**src/rtl/b64c_pkg.sv**
```systemverilog
// ----------------------------------------------------------------------------
// b64c_pkg
// Shared types, codes and alphabet functions of the streaming base64 codec.
// ----------------------------------------------------------------------------
package b64c_pkg;

  localparam logic       MODE_ENCODE = 1'b0;
  localparam logic       MODE_DECODE = 1'b1;

  localparam logic [1:0] ERR_NONE       = 2'd0;
  localparam logic [1:0] ERR_BAD_CHAR   = 2'd1;
  localparam logic [1:0] ERR_INCOMPLETE = 2'd2;

  localparam logic [7:0] PAD_CHAR = 8'd61;

  // Depth of the job queue between front and back
  localparam int unsigned QUEUE_DEPTH = 2;

  // One finished group, ready to be expanded into result items
  typedef struct packed {
    logic [23:0] acc;     // group bits, first item in the top bits
    logic        is_dec;  // 1 decode job, 0 encode job
    logic [2:0]  cnt;     // number of result items, 1..4
    logic [1:0]  npad;    // trailing '=' characters of an encode job
    logic        last;    // group closes the buffer
    logic [1:0]  err;     // error code carried by every item
  } job_t;

  // Map a sextet to its alphabet character
  function automatic logic [7:0] enc_char(input logic [5:0] s);
    logic [7:0] c;
    if (s < 6'd26) begin
      c = 8'd65 + {2'b00, s};
    end else if (s < 6'd52) begin
      c = 8'd71 + {2'b00, s};
    end else if (s < 6'd62) begin
      c = {2'b00, s} - 8'd4;
    end else if (s == 6'd62) begin
      c = 8'd43;
    end else begin
      c = 8'd47;
    end
    return c;
  endfunction

  // Map a character to {invalid, sextet}; invalid characters give zero
  function automatic logic [6:0] dec_sextet(input logic [7:0] c);
    logic [6:0] r;
    if (c >= 8'd65 && c <= 8'd90) begin
      r = {1'b0, 6'(c - 8'd65)};
    end else if (c >= 8'd97 && c <= 8'd122) begin
      r = {1'b0, 6'(c - 8'd71)};
    end else if (c >= 8'd48 && c <= 8'd57) begin
      r = {1'b0, 6'(c + 8'd4)};
    end else if (c == 8'd43) begin
      r = {1'b0, 6'd62};
    end else if (c == 8'd47) begin
      r = {1'b0, 6'd63};
    end else begin
      r = {1'b1, 6'd0};
    end
    return r;
  endfunction

endpackage

```
**src/rtl/b64c_front.sv**
```systemverilog
// ----------------------------------------------------------------------------
// b64c_front
// Accepts input items, gathers groups and classifies pads and errors; each
// closed group leaves as one job toward the queue.
// ----------------------------------------------------------------------------
module b64c_front import b64c_pkg::*; (
  input  logic       clk,
  input  logic       rst_n,
  input  logic       cfg_we,
  input  logic       cfg_wdata,
  input  logic       acc_en,     // an item is accepted this cycle
  input  logic [7:0] data,
  input  logic       last,
  output logic       push,
  output job_t       job
);

  logic        mode_r;
  logic [23:0] acc_r, acc_nxt;
  logic [1:0]  pos_r, pos_nxt;
  logic        bad_r, bad_nxt;
  logic [1:0]  padm_r, padm_nxt;

  logic [6:0]  sx;
  logic [5:0]  v;
  logic        bad_t;
  logic [1:0]  padm_t;
  logic [1:0]  drop;

  // Work out the group update and the job for the accepted item
  always_comb begin
    acc_nxt  = acc_r;
    pos_nxt  = pos_r;
    bad_nxt  = bad_r;
    padm_nxt = padm_r;
    push     = 1'b0;
    job      = '0;
    sx       = dec_sextet(data);
    v        = sx[5:0];
    bad_t    = bad_r;
    padm_t   = padm_r;
    drop     = 2'd0;
    if (mode_r == MODE_ENCODE) begin
      case (pos_r)
        2'd0:    acc_nxt = {data, acc_r[15:0]};
        2'd1:    acc_nxt = {acc_r[23:16], data, acc_r[7:0]};
        default: acc_nxt = {acc_r[23:8], data};
      endcase
      job.acc    = acc_nxt;
      job.is_dec = 1'b0;
      job.cnt    = 3'd4;
      job.err    = ERR_NONE;
      if (pos_r == 2'd2) begin
        push      = 1'b1;
        job.npad  = 2'd0;
        job.last  = last;
      end else if (last) begin
        push      = 1'b1;
        job.npad  = (pos_r == 2'd1) ? 2'd1 : 2'd2;
        job.last  = 1'b1;
      end else begin
        pos_nxt = pos_r + 2'd1;
      end
    end else begin
      // classify the character
      if (data == PAD_CHAR) begin
        v = 6'd0;
        if (pos_r < 2'd2) bad_t = 1'b1;
        else padm_t = padm_r + 2'd1;
      end else begin
        if (sx[6]) bad_t = 1'b1;
        if (padm_r != 2'd0) bad_t = 1'b1;
      end
      acc_nxt    = {acc_r[17:0], v};
      bad_nxt    = bad_t;
      padm_nxt   = padm_t;
      job.is_dec = 1'b1;
      job.npad   = 2'd0;
      if (pos_r < 2'd3) begin
        if (last) begin
          push     = 1'b1;
          job.acc  = 24'd0;
          job.cnt  = 3'd1;
          job.last = 1'b1;
          job.err  = ERR_INCOMPLETE;
        end else begin
          pos_nxt = pos_r + 2'd1;
        end
      end else begin
        if (padm_t != 2'd0) begin
          if (last && !bad_t) drop = padm_t;
          else bad_t = 1'b1;
        end
        push     = 1'b1;
        job.acc  = acc_nxt;
        job.cnt  = 3'd3 - {1'b0, drop};
        job.last = last;
        job.err  = bad_t ? ERR_BAD_CHAR : ERR_NONE;
      end
    end
    // a closed group starts fresh
    if (push) begin
      acc_nxt  = 24'd0;
      pos_nxt  = 2'd0;
      bad_nxt  = 1'b0;
      padm_nxt = 2'd0;
    end
  end

  // Hold mode and group state; a mode write drops the partial group
  always_ff @(posedge clk) begin
    if (!rst_n) begin
      mode_r <= MODE_ENCODE;
      acc_r  <= 24'd0;
      pos_r  <= 2'd0;
      bad_r  <= 1'b0;
      padm_r <= 2'd0;
    end else if (cfg_we) begin
      mode_r <= cfg_wdata;
      acc_r  <= 24'd0;
      pos_r  <= 2'd0;
      bad_r  <= 1'b0;
      padm_r <= 2'd0;
    end else if (acc_en) begin
      acc_r  <= acc_nxt;
      pos_r  <= pos_nxt;
      bad_r  <= bad_nxt;
      padm_r <= padm_nxt;
    end
  end

endmodule

```
**src/rtl/b64c_queue.sv**
```systemverilog
// ----------------------------------------------------------------------------
// b64c_queue
// Short job queue between front and back, with push and pop in one cycle.
// ----------------------------------------------------------------------------
module b64c_queue import b64c_pkg::*; (
  input  logic clk,
  input  logic rst_n,
  input  logic push,
  input  job_t push_job,
  input  logic pop,
  output logic full,
  output logic head_valid,
  output job_t head_job
);

  localparam int unsigned PW = (QUEUE_DEPTH > 1) ? $clog2(QUEUE_DEPTH) : 1;
  localparam int unsigned CW = $clog2(QUEUE_DEPTH + 1);
  localparam logic [PW-1:0] PTR_MAX = PW'(QUEUE_DEPTH - 1);
  localparam logic [CW-1:0] CNT_FULL = CW'(QUEUE_DEPTH);

  job_t          slot_r [QUEUE_DEPTH];
  logic [PW-1:0] wr_r, rd_r;
  logic [CW-1:0] cnt_r;

  assign full       = (cnt_r == CNT_FULL);
  assign head_valid = (cnt_r != '0);
  assign head_job   = slot_r[rd_r];

  // Store pushed jobs
  always_ff @(posedge clk) begin
    if (push) slot_r[wr_r] <= push_job;
  end

  // Advance pointers and count
  always_ff @(posedge clk) begin
    if (!rst_n) begin
      wr_r  <= '0;
      rd_r  <= '0;
      cnt_r <= '0;
    end else begin
      if (push) wr_r <= (wr_r == PTR_MAX) ? '0 : wr_r + 1'b1;
      if (pop)  rd_r <= (rd_r == PTR_MAX) ? '0 : rd_r + 1'b1;
      if (push && !pop)      cnt_r <= cnt_r + 1'b1;
      else if (pop && !push) cnt_r <= cnt_r - 1'b1;
    end
  end

endmodule

```
**src/rtl/b64c_back.sv**
```systemverilog
// ----------------------------------------------------------------------------
// b64c_back
// Expands the head job into result items, one per cycle while not stalled,
// into an output register that the result channel drains.
// ----------------------------------------------------------------------------
module b64c_back import b64c_pkg::*; (
  input  logic       clk,
  input  logic       rst_n,
  input  logic       head_valid,
  input  job_t       head_job,
  output logic       pop,
  output logic       out_valid,
  input  logic       out_stall,
  output logic [7:0] out_data,
  output logic       out_last,
  output logic [1:0] out_err
);

  logic [1:0] idx_r, idx_nxt;
  logic       ov_r;
  logic [7:0] data_r, data_nxt;
  logic       last_r, last_nxt;
  logic [1:0] err_r;
  logic       load, end_idx;
  logic [5:0] sx;

  assign load    = head_valid && (!ov_r || !out_stall);
  assign end_idx = ({1'b0, idx_r} == head_job.cnt - 3'd1);
  assign pop     = load && end_idx;
  assign idx_nxt = pop ? 2'd0 : idx_r + 2'd1;

  // Select the item at the current index
  always_comb begin
    case (idx_r)
      2'd0:    sx = head_job.acc[23:18];
      2'd1:    sx = head_job.acc[17:12];
      2'd2:    sx = head_job.acc[11:6];
      default: sx = head_job.acc[5:0];
    endcase
    if (head_job.is_dec) begin
      case (idx_r)
        2'd0:    data_nxt = head_job.acc[23:16];
        2'd1:    data_nxt = head_job.acc[15:8];
        default: data_nxt = head_job.acc[7:0];
      endcase
    end else if (({1'b0, idx_r} + {1'b0, head_job.npad}) >= 3'd4) begin
      data_nxt = PAD_CHAR;
    end else begin
      data_nxt = enc_char(sx);
    end
    last_nxt = head_job.last && end_idx;
  end

  // Hold the output register until taken
  always_ff @(posedge clk) begin
    if (!rst_n) begin
      ov_r  <= 1'b0;
      idx_r <= 2'd0;
    end else begin
      if (load) begin
        ov_r  <= 1'b1;
        idx_r <= idx_nxt;
      end else if (!out_stall) begin
        ov_r <= 1'b0;
      end
    end
  end

  always_ff @(posedge clk) begin
    if (load) begin
      data_r <= data_nxt;
      last_r <= last_nxt;
      err_r  <= head_job.err;
    end
  end

  assign out_valid = ov_r;
  assign out_data  = data_r;
  assign out_last  = last_r;
  assign out_err   = err_r;

endmodule

```
**src/rtl/base64_codec.sv**
```systemverilog
// ----------------------------------------------------------------------------
// base64_codec
// Streaming base64 codec: encode bytes to text or decode text to bytes,
// chosen by the mode register.
//
//   channel | ports                                   | direction
//   --------+-----------------------------------------+----------
//   input   | in_valid in_stall in_data_in in_last_in | in
//   result  | out_valid out_stall out_data_out        | out
//           | out_last_out out_error_code             |
//   config  | cfg_we cfg_wdata (mode)                 | in
//
// An input item is taken every cycle while the job queue has room; the back
// end emits one result per cycle while not stalled, so encode sustains four
// results per three bytes and the queue stalls the input once it backs up.
// Results pass a queue slot and the output register. Reset is synchronous
// and clears mode, group state, queue, output register; no clearing pass.
// ----------------------------------------------------------------------------
module base64_codec import b64c_pkg::*; (
  input  logic       clk,
  input  logic       rst_n,
  input  logic       cfg_we,
  input  logic       cfg_wdata,
  input  logic       in_valid,
  output logic       in_stall,
  input  logic [7:0] in_data_in,
  input  logic       in_last_in,
  output logic       out_valid,
  input  logic       out_stall,
  output logic [7:0] out_data_out,
  output logic       out_last_out,
  output logic [1:0] out_error_code
);

  logic q_full, push, pop, head_valid, acc_en;
  job_t push_job, head_job;

  assign in_stall = q_full;
  assign acc_en   = in_valid && !q_full;

  b64c_front u_front (
    .clk       (clk),
    .rst_n     (rst_n),
    .cfg_we    (cfg_we),
    .cfg_wdata (cfg_wdata),
    .acc_en    (acc_en),
    .data      (in_data_in),
    .last      (in_last_in),
    .push      (push),
    .job       (push_job)
  );

  b64c_queue u_queue (
    .clk        (clk),
    .rst_n      (rst_n),
    .push       (push && acc_en),
    .push_job   (push_job),
    .pop        (pop),
    .full       (q_full),
    .head_valid (head_valid),
    .head_job   (head_job)
  );

  b64c_back u_back (
    .clk        (clk),
    .rst_n      (rst_n),
    .head_valid (head_valid),
    .head_job   (head_job),
    .pop        (pop),
    .out_valid  (out_valid),
    .out_stall  (out_stall),
    .out_data   (out_data_out),
    .out_last   (out_last_out),
    .out_err    (out_error_code)
  );

endmodule

```
**config.mk**
```make
export PLATFORM = sky130hd
export DESIGN_NAME = base64_codec
export DESIGN_NICKNAME = d
export VERILOG_FILES = /design/src/rtl/b64c_pkg.sv /design/src/rtl/b64c_front.sv /design/src/rtl/b64c_queue.sv /design/src/rtl/b64c_back.sv /design/src/rtl/base64_codec.sv
export SDC_FILE = /design/constraint.sdc
export NUM_CORES = 1
export LEC_CHECK = 0
export BUFFER_PORTS_ARGS = -buffer_cell sky130_fd_sc_hd__buf_4
export CAP_MARGIN = 0
export CORE_ASPECT_RATIO = 1.4
export CORE_MARGIN = 5
export CORE_UTILIZATION = 60
export CTS_BUF_LIST = sky130_fd_sc_hd__clkbuf_4 sky130_fd_sc_hd__clkbuf_8
export DETAILED_ROUTE_END_ITERATION = 12
export GPL_TIMING_DRIVEN = 0
export PLACE_DENSITY = 0.78
export SYNTH_ARGS = -nofsm -noshare
export SYNTH_HDL_FRONTEND = slang
export SYNTH_HIERARCHICAL = 1
export SYNTH_SLANG_ARGS = --single-unit
export TNS_END_PERCENT = 100
```
**constraint.sdc**
```tcl
create_clock -name clk -period 4.3 [get_ports clk]
set_input_delay 0.43 -clock clk [delete_from_list [all_inputs] [get_ports clk]]
set_output_delay 0.43 -clock clk [all_outputs]
set_load 0.02 [all_outputs]
```
Yosys cells after proc, flatten, opt, wreduce, memory -nomap -nowiden:

Memories as Yosys holds them, arrays and structs flattened. A register that Yosys moved wholly into a read port is not among the register bits.
Index checks and enable logic that the tools add are counted.
Widths: inputs -> output; s select.

* bitwise gates (word level): 1
* mux-type cells: 67
* $add $sub $neg: 16
* equal/unequal tests: 13
* reduce and logical (&&, ||, !) cells: 28
* order comparisons: 12

Operator list (number)
* $mux 24: 3
* $pmux 24 s2: 1
* $mux 8: 5
* $mux 2: 18
* $mux 7: 5
* $mux 33: 1
* $mux 1: 25
* $eq 8x6->1 const B: 3
* $mux 3: 6
* $pmux 6 s3: 1
* $add 7x6->8 const A: 2
* $ge 8x7->1 const B: 2
* $le 8x7->1 const B: 2
* $pmux 8 s2: 1
* $lt 6x6->1 const B: 2
* $logic_and 1x1->1: 11
* $reduce_bool 2->1: 5
* $add 2x1->2 const B: 4
* $ge 8x6->1 const B: 1
* $le 8x6->1 const B: 1
* $sub 6x3->7 const B: 1
* $add 6x3->6 const B: 1
* $eq 2x2->1 const B: 3
* $eq 6x6->1 const B: 1
* other kinds (23): 32

* logic and storage cells: 151
* register bits: 48
* input bits: 15
* output and inout bits: 13
* memories kept: 1
* memory bits (writable): 66

Memories
* u_queue.slot_r: words 2, width 33, read ports 1, clocked after memory_dff 1, wr ports 1, RTL line b64c_queue.sv:21 `job_t slot_r [QUEUE_DEPTH];`

Longest topological paths before layout:

Gate-level depths: netlist (run 1).

* depth in word-level cells: 19
* gate-level depth with buffers: 13
* depth with buffers taken out: 11

Modules after synthesis:

The synthesis (run 1) kept the hierarchy.

Modules (own cells, without submodules)
* b64c_front: instances 1, cells each 346, seq. area each 600.6 um^2, area an instance 2662.6 um^2
* b64c_queue: instances 1, cells each 125, seq. area each 2082.0 um^2, area an instance 2602.5 um^2
* b64c_back: instances 1, cells each 159, seq. area each 390.4 um^2, area an instance 1298.7 um^2
* base64_codec: instances 1, cells each 2, seq. area each 0.0 um^2, area an instance 15.0 um^2

Least setup slack after synthesis (run 1):

Ideal clock, no wire load.

* path kind: register -> register
* from: reg u_front.pos_r[1]
* to: mem u_queue/slot_r[0][0] in the netlist's numbering, enable pin
* clock period less this slack: 3187 ps
* library setup time: 428 ps
* stages on the path, launching flop included: 7
* arrival time: 2759 ps
* buffers on the path: 0
* slack: 1113 ps
* data required time: 3872 ps
* cell sequence: dfxtp_1 ha_1 and2_1 nor3_2 inv_2 and3b_1 nor2b_1

* cells in the longest elaborated chain, start to end: 6
* elaborated cells on any way between the ends: 8
* those cells by class: order compare (1); eq/ne (1); mux (5); reduce/logical (1)

RTL lines
* start, declared: RTL line b64c_front.sv:20 `logic [1:0] pos_r, pos_nxt;`
* start signal, assigned: RTL line b64c_front.sv:126 `pos_r <= pos_nxt;`
* $lt 2x2->1 / $eq 2x2->1 (equally long branches): RTL line b64c_front.sv:79, b64c_front.sv:53
* $mux 1 (on tied branches): RTL line b64c_front.sv:79, b64c_front.sv:53
* $mux 1 (*): RTL line b64c_front.sv:43 `if (mode_r == MODE_ENCODE) begin`
* named net push: RTL line base64_codec.sv:35 `logic q_full, push, pop, head_valid, acc_en;`
* $logic_and 1x1->1 (*): RTL line base64_codec.sv:56 `.push (push && acc_en),`
* $mux 1 (*): RTL line b64c_queue.sv:31 `if (push) slot_r[wr_r] <= push_job;`
* $mux 1 (not written as such) (*): RTL line b64c_queue.sv:31
* end, declared: RTL line b64c_queue.sv:21

Mark *: on every way through the listed nets, which the timed path passes. The rest lies on a longest branch.

==> results.rst, run 1 <==
.. list-table::
   :header-rows: 1

   * - Metric
     - Value
   * - Status
     - complete, no violations
   * - Post-layout min period
     - 3.31 ns
   * - Count of warnings emitted by yosys
     - 6
   * - Transition time at the pin with the least slew margin
     - 0.983 ns
   * - Area of the mapped netlist
     - 6580 sq um
   * - Worst-skew pair later-pin latency
     - 0.42 ns
   * - Sink Count
     - 115
   * - Predominant post-synthesis flop cell
     - sky130_fd_sc_hd__edfxtp_1
   * - Power share of the clock group
     - 37.5%
   * - Cell at the slowest stage of the critical path
     - sky130_fd_sc_hd__or4_1
   * - Drt wl/cell
     - 20.5 um
   * - Count of final max-slew check failures
     - 0
   * - Worst Setup End Kind
     - flop
   * - Internal Pwr Total
     - 2430 uW
   * - Worst-path clk slew
     - 0.07 ns
   * - Via count
     - 5390
   * - Share of flip-flops with an asynchronous set or reset after synthesis
     - 0%
   * - Area used by multi-input combinational logic
     - 3130 sq um
   * - CTS tree
     - built
   * - Vert. Die Dim
     - 134 um
   * - Worst-path maximum fanout
     - 10
   * - CP Class
     - flop to flop
   * - Maximum level of the CTS H-tree
     - 4
   * - Hold crit path type
     - input port to flop
   * - CP Data Arrival Time
     - 3.46 ns
   * - Net count after synthesis
     - 670
   * - Share of the yosys chip area belonging to registers
     - 46.7%
   * - Weighted congestion at the end of routability-driven global placement
     - 0.974
   * - Number of buffer cells added on primary ports
     - 26
   * - Number of ports placed on the die boundary
     - 28
   * - Req. time, crit path
     - 4.45 ns
   * - Number of detailed-routing iterations run before antenna repair
     - 7
   * - Most instantiated cells after synthesis
     - sky130_fd_sc_hd__edfxtp_1, sky130_fd_sc_hd__nand2_1, sky130_fd_sc_hd__a22oi_1
   * - Final Hold Fails
     - 0
   * - Net Sw Frac
     - 28.0%
   * - Maximum clock frequency
     - 302 MHz
   * - Final worst-path cycle share
     - 77.1%
   * - Worst slew margin relative to its limit
     - 34.3%
   * - Most frequent cell after synthesis
     - sky130_fd_sc_hd__edfxtp_1
   * - Global-route usage over all layers
     - 26.2%
   * - Unrepaired setup endpoints after global routing
     - false
   * - Aggregate negative setup slack
     - 0 ns
   * - Vias per inst
     - 6.49
   * - Sort of element at the start of the critical path
     - flop
   * - Lkg Pwr
     - 0.00267 uW
   * - Fin nets
     - 715
   * - Total wirelength of the detailed-routed design
     - 17.1 mm
   * - Count of mapped cells out of synthesis
     - 632
   * - Max Clock Skew
     - 0.0127 ns
   * - Critical path cell sequence
     - buf_2 -> buf_4 -> mux2_2 -> a222oi_1 -> mux2_4 -> clkinv_2 -> ha_1 -> nor2_1 -> or4_1 -> a21oi_1 -> o22ai_1
   * - Power, Total
     - 3370 uW
   * - Final setup fails
     - 0
   * - Starting utilization of the core area
     - 60.9%
   * - Net Switching
     - 943 uW
   * - Number of flops mapped to enable cells by yosys
     - 77
   * - Overall die width
     - 98.5 um
   * - Combined flip-flop and latch cell area
     - 3070 sq um
   * - Via count of the first global-routing pass
     - 5323
   * - First-pass GRT wire length
     - 27.1 mm
   * - Placed Instances
     - 799
   * - Proportion of netlist area held by the largest area contributor
     - 35.1%
   * - Area added between synthesis and finish
     - 13.6%
   * - Global route total overflow
     - 0
   * - Number of gates resized after cts
     - 0
   * - Max Root-Sink Buffers
     - 2
   * - CORE AREA
     - 10800 sq um
   * - Number of register bits inferred by synthesis
     - 115
   * - Avg Cell Area, Syn
     - 10.4 sq um
   * - Number of setup buffers added after CTS
     - 0
   * - Distinct cells, synth
     - 79
   * - Remaining number of nets flagged by the antenna check after routing
     - 0
   * - DP HPWL
     - 12.4 mm
   * - Dominant cells by area after synthesis
     - sky130_fd_sc_hd__edfxtp_1, sky130_fd_sc_hd__dfxtp_1, sky130_fd_sc_hd__mux2_2, sky130_fd_sc_hd__a22oi_1, sky130_fd_sc_hd__ha_1
   * - Remaining design rule violation count
     - 0
   * - Total power density per cell area
     - 451 nW/um^2
   * - Die footprint
     - 13200 sq um
   * - Antenna violations before repair
     - 0
   * - Fraction of power consumed by sequential logic
     - 38.5%
   * - Share of total power in combinational logic
     - 24.1%
   * - Layout Utilization
     - 69.1%
   * - Num CTS Buffers
     - 17
   * - Area leader, netlist
     - sky130_fd_sc_hd__edfxtp_1
   * - Number of rows in the core area
     - 45
   * - Max-cap viol count
     - 0
   * - Number of inserted filler cells in the final layout
     - 843
   * - Worst vdd rail ir drop
     - 0.264 mV
   * - Count of hold buffers inserted by post-cts repair
     - 0
   * - Final std cells w/o fill
     - 831
   * - Drt initial violations
     - 571
   * - ANT cells
     - 0
   * - Slowest cell delay on critical path
     - 0.47 ns
   * - Largest net degree at the start of global routing
     - 35
   * - Root cell of the clock tree
     - sky130_fd_sc_hd__clkbuf_8
   * - Share of post-route cells with drive strength above 1
     - 19.4%
kinds of logic (layout without fill, tap and decap cells):
| group | after synthesis | in the layout | synth area share (%) |
|---|---|---|---|
| compound gates | 185 | 185 | 20.9 |
| simple gates | 166 | 166 | 12.7 |
| flops | 115 | 115 | 46.7 |
| buf+inv | 84 | 142 | 5.82 |
| mux | 47 | 47 | 7.91 |
| fa+ha+maj | 23 | 23 | 4.37 |
| xor+xnor | 12 | 12 | 1.60 |
state kept, by name, indices dropped and copies added (netlist names), named ones only:
signal	flops
u_front/bad_r	1
u_queue/cnt_r	2
u_front/padm_r	2
u_queue/rd_r	1
u_back/out_err	2
u_front/pos_r	2
u_queue/wr_r	1
u_back/out_data	8
u_front/acc_r	24
u_front/mode_r	1
u_back/idx_r	2
u_back/out_last	1
u_queue/slot_r	66
u_back/out_valid	1
cell usage in the layout, fill, tap and decap left out, types with 22 or more instances in the layout:
| cell | n |
|---|---|
| sky130_fd_sc_hd__o21ai_0 | 25 |
| sky130_fd_sc_hd__a22oi_1 | 42 |
| sky130_fd_sc_hd__mux2_2 | 36 |
| sky130_fd_sc_hd__nor2_1 | 37 |
| sky130_fd_sc_hd__edfxtp_1 | 77 |
| sky130_fd_sc_hd__dfxtp_1 | 38 |
| sky130_fd_sc_hd__a21oi_1 | 28 |
| sky130_fd_sc_hd__clkbuf_1 | 22 |
| sky130_fd_sc_hd__nand2_1 | 51 |
| sky130_fd_sc_hd__ha_1 | 23 |
| sky130_fd_sc_hd__buf_4 | 36 |
| sky130_fd_sc_hd__inv_1 | 37 |
area by class of cell:
| class | count | area share (%) |
|---|---|---|
| Multi-Input combinational cell | 433 | 41.9 |
| Sequential cell | 115 | 41.1 |
| Tap cell | 141 | 2.36 |
| Clock buffer | 22 | 3.80 |
| Inverter | 40 | 2.03 |
| Clock inverter | 10 | 3.05 |
| Timing Repair Buffer | 26 | 2.61 |
| Buffer | 44 | 3.10 |
critical path: cells and delay by family (launching register included):
| kind | cells | cell delay (ns) |
|---|---|---|
| compound gates | 3 | 0.72 |
| mux | 2 | 0.66 |
| buf+inv | 3 | 0.52 |
| simple gates | 2 | 0.51 |
| flops | 1 | 0.31 |
| fa+ha+maj | 1 | 0.31 |
stage by stage:
stage	hold slack (ns)	setup WS (ns)	instance area, sq um
6_report	0.273	0.986	7470
5_1_grt	0.265	0.859	7470
4_1_cts	0.253	1.01	7470
3_5_place_dp	0.506	1.05	6960
3_3_place_gp	0.474	0.128	6950
2_1_floorplan	0.461	1.11	6580
power groups by stage:
stage / clock network (uW) / registers [uW] / logic (uW)
floorplan: 0 / 1350 / 530
global placement: 0 / 1320 / 775
detailed placement: 0 / 1320 / 789
CTS: 1280 / 1300 / 797
global route: 1340 / 1300 / 870
finish: 1260 / 1300 / 811
routing by layer:
| layer | global-route usage, % | share of wire [%] | vias to the layer above |
|---|---|---|---|
| li1 | - | - | 2490 |
| met3 | 4.84 | 6.0 | 65 |
| met2 | 45.7 | 51 | 273 |
| met4 | 17.1 | 5.4 | 0 |
| met5 | 0 | 0 | - |
| met1 | 28.9 | 37 | 2562 |
worst paths after layout:
kind	cells after the start	end	slack, ns	startpoint
max	11	u_back/out_data[1]$_DFFE_PP_	0.99	flop
max reg2reg	11	u_back/out_data[1]$_DFFE_PP_	0.99	flop
min reg2reg	2	u_front/acc_r[19]$_SDFFE_PP0P_	0.52	u_front/acc_r[19]$_SDFFE_PP0P_
min	3	u_back/out_valid$_SDFFE_PN0P_	0.27	out_stall
Power figures use the tool's default switching activity.
==> inputs of run 2 (changes only) <==
--- a/config.mk
+++ b/config.mk
@@ -9,11 +9,11 @@
 export CAP_MARGIN = 0
 export CORE_ASPECT_RATIO = 1.4
 export CORE_MARGIN = 5
-export CORE_UTILIZATION = 60
+export CORE_UTILIZATION = 58
 export CTS_BUF_LIST = sky130_fd_sc_hd__clkbuf_4 sky130_fd_sc_hd__clkbuf_8
 export DETAILED_ROUTE_END_ITERATION = 12
 export GPL_TIMING_DRIVEN = 0
-export PLACE_DENSITY = 0.78
+export PLACE_DENSITY = 0.79
 export SYNTH_ARGS = -nofsm -noshare
 export SYNTH_HDL_FRONTEND = slang
 export SYNTH_HIERARCHICAL = 1
==> constraint.sdc (replaced) <==
create_clock -name clk -period 2.88 [get_ports clk]
set_input_delay 0.288 -clock clk [delete_from_list [all_inputs] [get_ports clk]]
set_output_delay 0.288 -clock clk [all_outputs]
set_load 0.02 [all_outputs]
==> results.rst, run 2 (synthesis results as in run 1) <==
.. list-table::
   :header-rows: 1

   * - Metric
     - Value
   * - Count of final max-slew check failures
     - 0 (unchanged)
   * - Antenna violations before repair
     - 0 (unchanged)
   * - Post-layout min period
     - 2.88 ns (was 3.31 ns)
   * - Final worst-path cycle share
     - 99.9% (was 77.1%)
   * - Sink Count
     - 115 (unchanged)
   * - Total wirelength of the detailed-routed design
     - 17.8 mm (was 17.1 mm)
   * - Drt initial violations
     - 543 (was 571)
   * - Fin nets
     - 729 (was 715)
   * - Combined flip-flop and latch cell area
     - 3080 sq um (was 3070 sq um)
   * - CP Class
     - flop to flop (unchanged)
   * - Global-route usage over all layers
     - 26.3% (was 26.2%)
   * - CP Data Arrival Time
     - 3.04 ns (was 3.46 ns)
   * - Sort of element at the start of the critical path
     - flop (unchanged)
   * - Final Hold Fails
     - 0 (unchanged)
   * - Via count of the first global-routing pass
     - 5553 (was 5323)
   * - Req. time, crit path
     - 3.05 ns (was 4.45 ns)
   * - Most frequent standard cell in the layout excluding fill and tap cells
     - sky130_fd_sc_hd__edfxtp_1 (unchanged)
   * - Overall die width
     - 100 um (was 98.5 um)
   * - Number of ports placed on the die boundary
     - 28 (unchanged)
   * - Remaining design rule violation count
     - 0 (unchanged)
   * - Total placed instance area
     - 6970 sq um (was 6960 sq um)
   * - Lkg Pwr
     - 0.00275 uW (was 0.00267 uW)
   * - CORE AREA
     - 11200 sq um (was 10800 sq um)
   * - Cell at the slowest stage of the critical path
     - sky130_fd_sc_hd__a221oi_1 (was sky130_fd_sc_hd__or4_1)
   * - Root cell of the clock tree
     - sky130_fd_sc_hd__clkbuf_8 (unchanged)
   * - Number of inserted filler cells in the final layout
     - 852 (was 843)
   * - Vert. Die Dim
     - 136 um (was 134 um)
   * - Share of total power in combinational logic
     - 27.4% (was 24.1%)
   * - ANT cells
     - 0 (unchanged)
   * - Max Clock Skew
     - 0.0101 ns (was 0.0127 ns)
   * - Max reg flops
     - 66 (unchanged)
   * - Final instance area
     - 7680 sq um (was 7470 sq um)
   * - Slowest cell delay on critical path
     - 0.45 ns (was 0.47 ns)
   * - Final setup fails
     - 0 (unchanged)
   * - Worst-path maximum fanout
     - 10 (unchanged)
   * - Net Switching
     - 1510 uW (was 943 uW)
   * - Drt wl/cell
     - 21.0 um (was 20.5 um)
   * - Smallest hold slack
     - 0.128 ns (was 0.273 ns)
   * - DP HPWL
     - 12.8 mm (was 12.4 mm)
   * - CTS tree
     - built (unchanged)
   * - Internal Pwr Total
     - 3520 uW (was 2430 uW)
   * - Net Sw Frac
     - 30.0% (was 28.0%)
   * - Number of detailed-routing iterations run before antenna repair
     - 6 (was 7)
   * - Critical path cell sequence
     - buf_12 -> buf_8 -> mux2_2 -> a222oi_1 -> mux2_2 -> nand2_1 -> a21oi_1 -> o21ai_1 -> a221oi_1 (was buf_2 -> buf_4 -> mux2_2 -> a222oi_1 -> mux2_4 -> clkinv_2 -> ha_1 -> nor2_1 -> or4_1 -> a21oi_1 -> o22ai_1)
   * - Worst-skew pair later-pin latency
     - 0.42 ns (about the same)
   * - Via count
     - 5578 (was 5390)
   * - Slack of the worst reg-to-reg path
     - 0.004 ns (was 0.99 ns)
   * - Share of post-route cells with drive strength above 1
     - 23.6% (was 19.4%)
   * - Number of buffer cells added on primary ports
     - 26 (unchanged)
   * - Global route total overflow
     - 0 (unchanged)
   * - Area added between synthesis and finish
     - 16.8% (was 13.6%)
   * - Max Root-Sink Buffers
     - 2 (unchanged)
   * - Worst Setup End Kind
     - flop (unchanged)
   * - Max-cap viol count
     - 0 (unchanged)
   * - Num CTS Buffers
     - 17 (unchanged)
   * - Layout Utilization
     - 68.4% (was 69.1%)
   * - Area used by multi-input combinational logic
     - 3230 sq um (was 3130 sq um)
   * - Total power density per cell area
     - 654 nW/um^2 (was 451 nW/um^2)
   * - Maximum level of the CTS H-tree
     - 4 (unchanged)
   * - Die footprint
     - 13600 sq um (was 13200 sq um)
   * - Weighted congestion at the end of routability-driven global placement
     - 0.999 (was 0.974)
   * - Fraction of power consumed by sequential logic
     - 38.7% (was 38.5%)
   * - Power share of the clock group
     - 33.9% (was 37.5%)
   * - Maximum clock frequency
     - 348 MHz (was 302 MHz)
   * - Starting utilization of the core area
     - 58.6% (was 60.9%)
   * - Register ranked first by flip-flop count
     - u_queue/slot_r (unchanged)
   * - Number of rows in the core area
     - 46 (was 45)
   * - Transition time at the pin with the least slew margin
     - 0.942 ns (was 0.983 ns)
   * - Aggregate negative setup slack
     - 0 ns (unchanged)
   * - Most frequent CP cell
     - sky130_fd_sc_hd__mux2_2
   * - Remaining number of nets flagged by the antenna check after routing
     - 0 (unchanged)
   * - Count of hold buffers inserted by post-cts repair
     - 0 (unchanged)
   * - Worst vdd rail ir drop
     - 0.442 mV (was 0.264 mV)
   * - Vias per inst
     - 6.58 (was 6.49)
   * - Worst-path clk slew
     - 0.07 ns (about the same)
   * - Worst slew margin relative to its limit
     - 37.1% (was 34.3%)
   * - Highest-count cells in the layout ignoring fill and taps
     - sky130_fd_sc_hd__edfxtp_1, sky130_fd_sc_hd__nand2_1, sky130_fd_sc_hd__buf_4 (was sky130_fd_sc_hd__edfxtp_1, sky130_fd_sc_hd__nand2_1, sky130_fd_sc_hd__a22oi_1)
   * - First-pass GRT wire length
     - 27.8 mm (was 27.1 mm)
   * - Largest net degree at the start of global routing
     - 35 (unchanged)
   * - Hold crit path type
     - input port to flop (unchanged)
   * - Status
     - complete, no violations (unchanged)
==> run 2: power groups by stage <==
stage               Sequential [uW]  Clock [uW]  Combinational [uW]
floorplan                      2010           0                 792
global placement               1970           0                1160
detailed placement             1970           0                1180
CTS                            1940        1720                1280
global route                   1950        1800                1470
finish                         1940        1700                1380
==> run 2: worst max-delay path: cells and delay by family (launching register included) <==
family	cells	cell delay, ns
buffers and inverters	2	0.26
flip-flops	1	0.39
multiplexers	2	0.73
AO/OA/AOI/OAI	4	1.11
AND/OR/NAND/NOR	1	0.13
==> run 2: through the flow <==
stage          power [uW]  setup slack [ns]  instances
5_1_grt              5220           -0.0605        848
3_5_place_dp         3150            -0.356        802
3_3_place_gp         3130            -0.349        802
2_1_floorplan        2810            0.0199        632
4_1_cts              4940            -0.116        845
6_report             5030           0.00386        848
==> run 2: per-layer routing <==
metal,GRT usage [%],up-vias,wire (um)
li1,-,2510,-
met1,28.3,2655,6400
met2,46.3,323,9040
met3,4.72,90,1140
met4,17.8,0,1250
met5,0,-,0
==> run 2: cell type report <==
type,count,area share (%)
sequential,115,40.1
clock inverter,13,2.70
timing repair buffer,41,4.22
inverter,40,2.02
tap,144,2.35
multi-input combinational,433,42.0
clock buffer,19,3.32
buffer,43,3.21
==> run 2: worst paths after layout <==
path / start / end / depth (start not counted)
max: flop / u_back/out_data[3]$_DFFE_PP_ / 9
min: out_stall / u_back/out_valid$_SDFFE_PN0P_ / 3
max reg2reg: flop / u_back/out_data[3]$_DFFE_PP_ / 9
min reg2reg: u_queue/cnt_r[1]$_SDFFE_PN0P_ / u_queue/cnt_r[1]$_SDFFE_PN0P_ / 2
==> run 2: what timing repair did <==
action | CTS | global route
setup buffers | 11 | 7
hold endpoints to repair | 0 | 0
pin swaps | 3 | 8
endpoints found under the setup margin | 36 | 43
gates resized for setup | 11 | 26
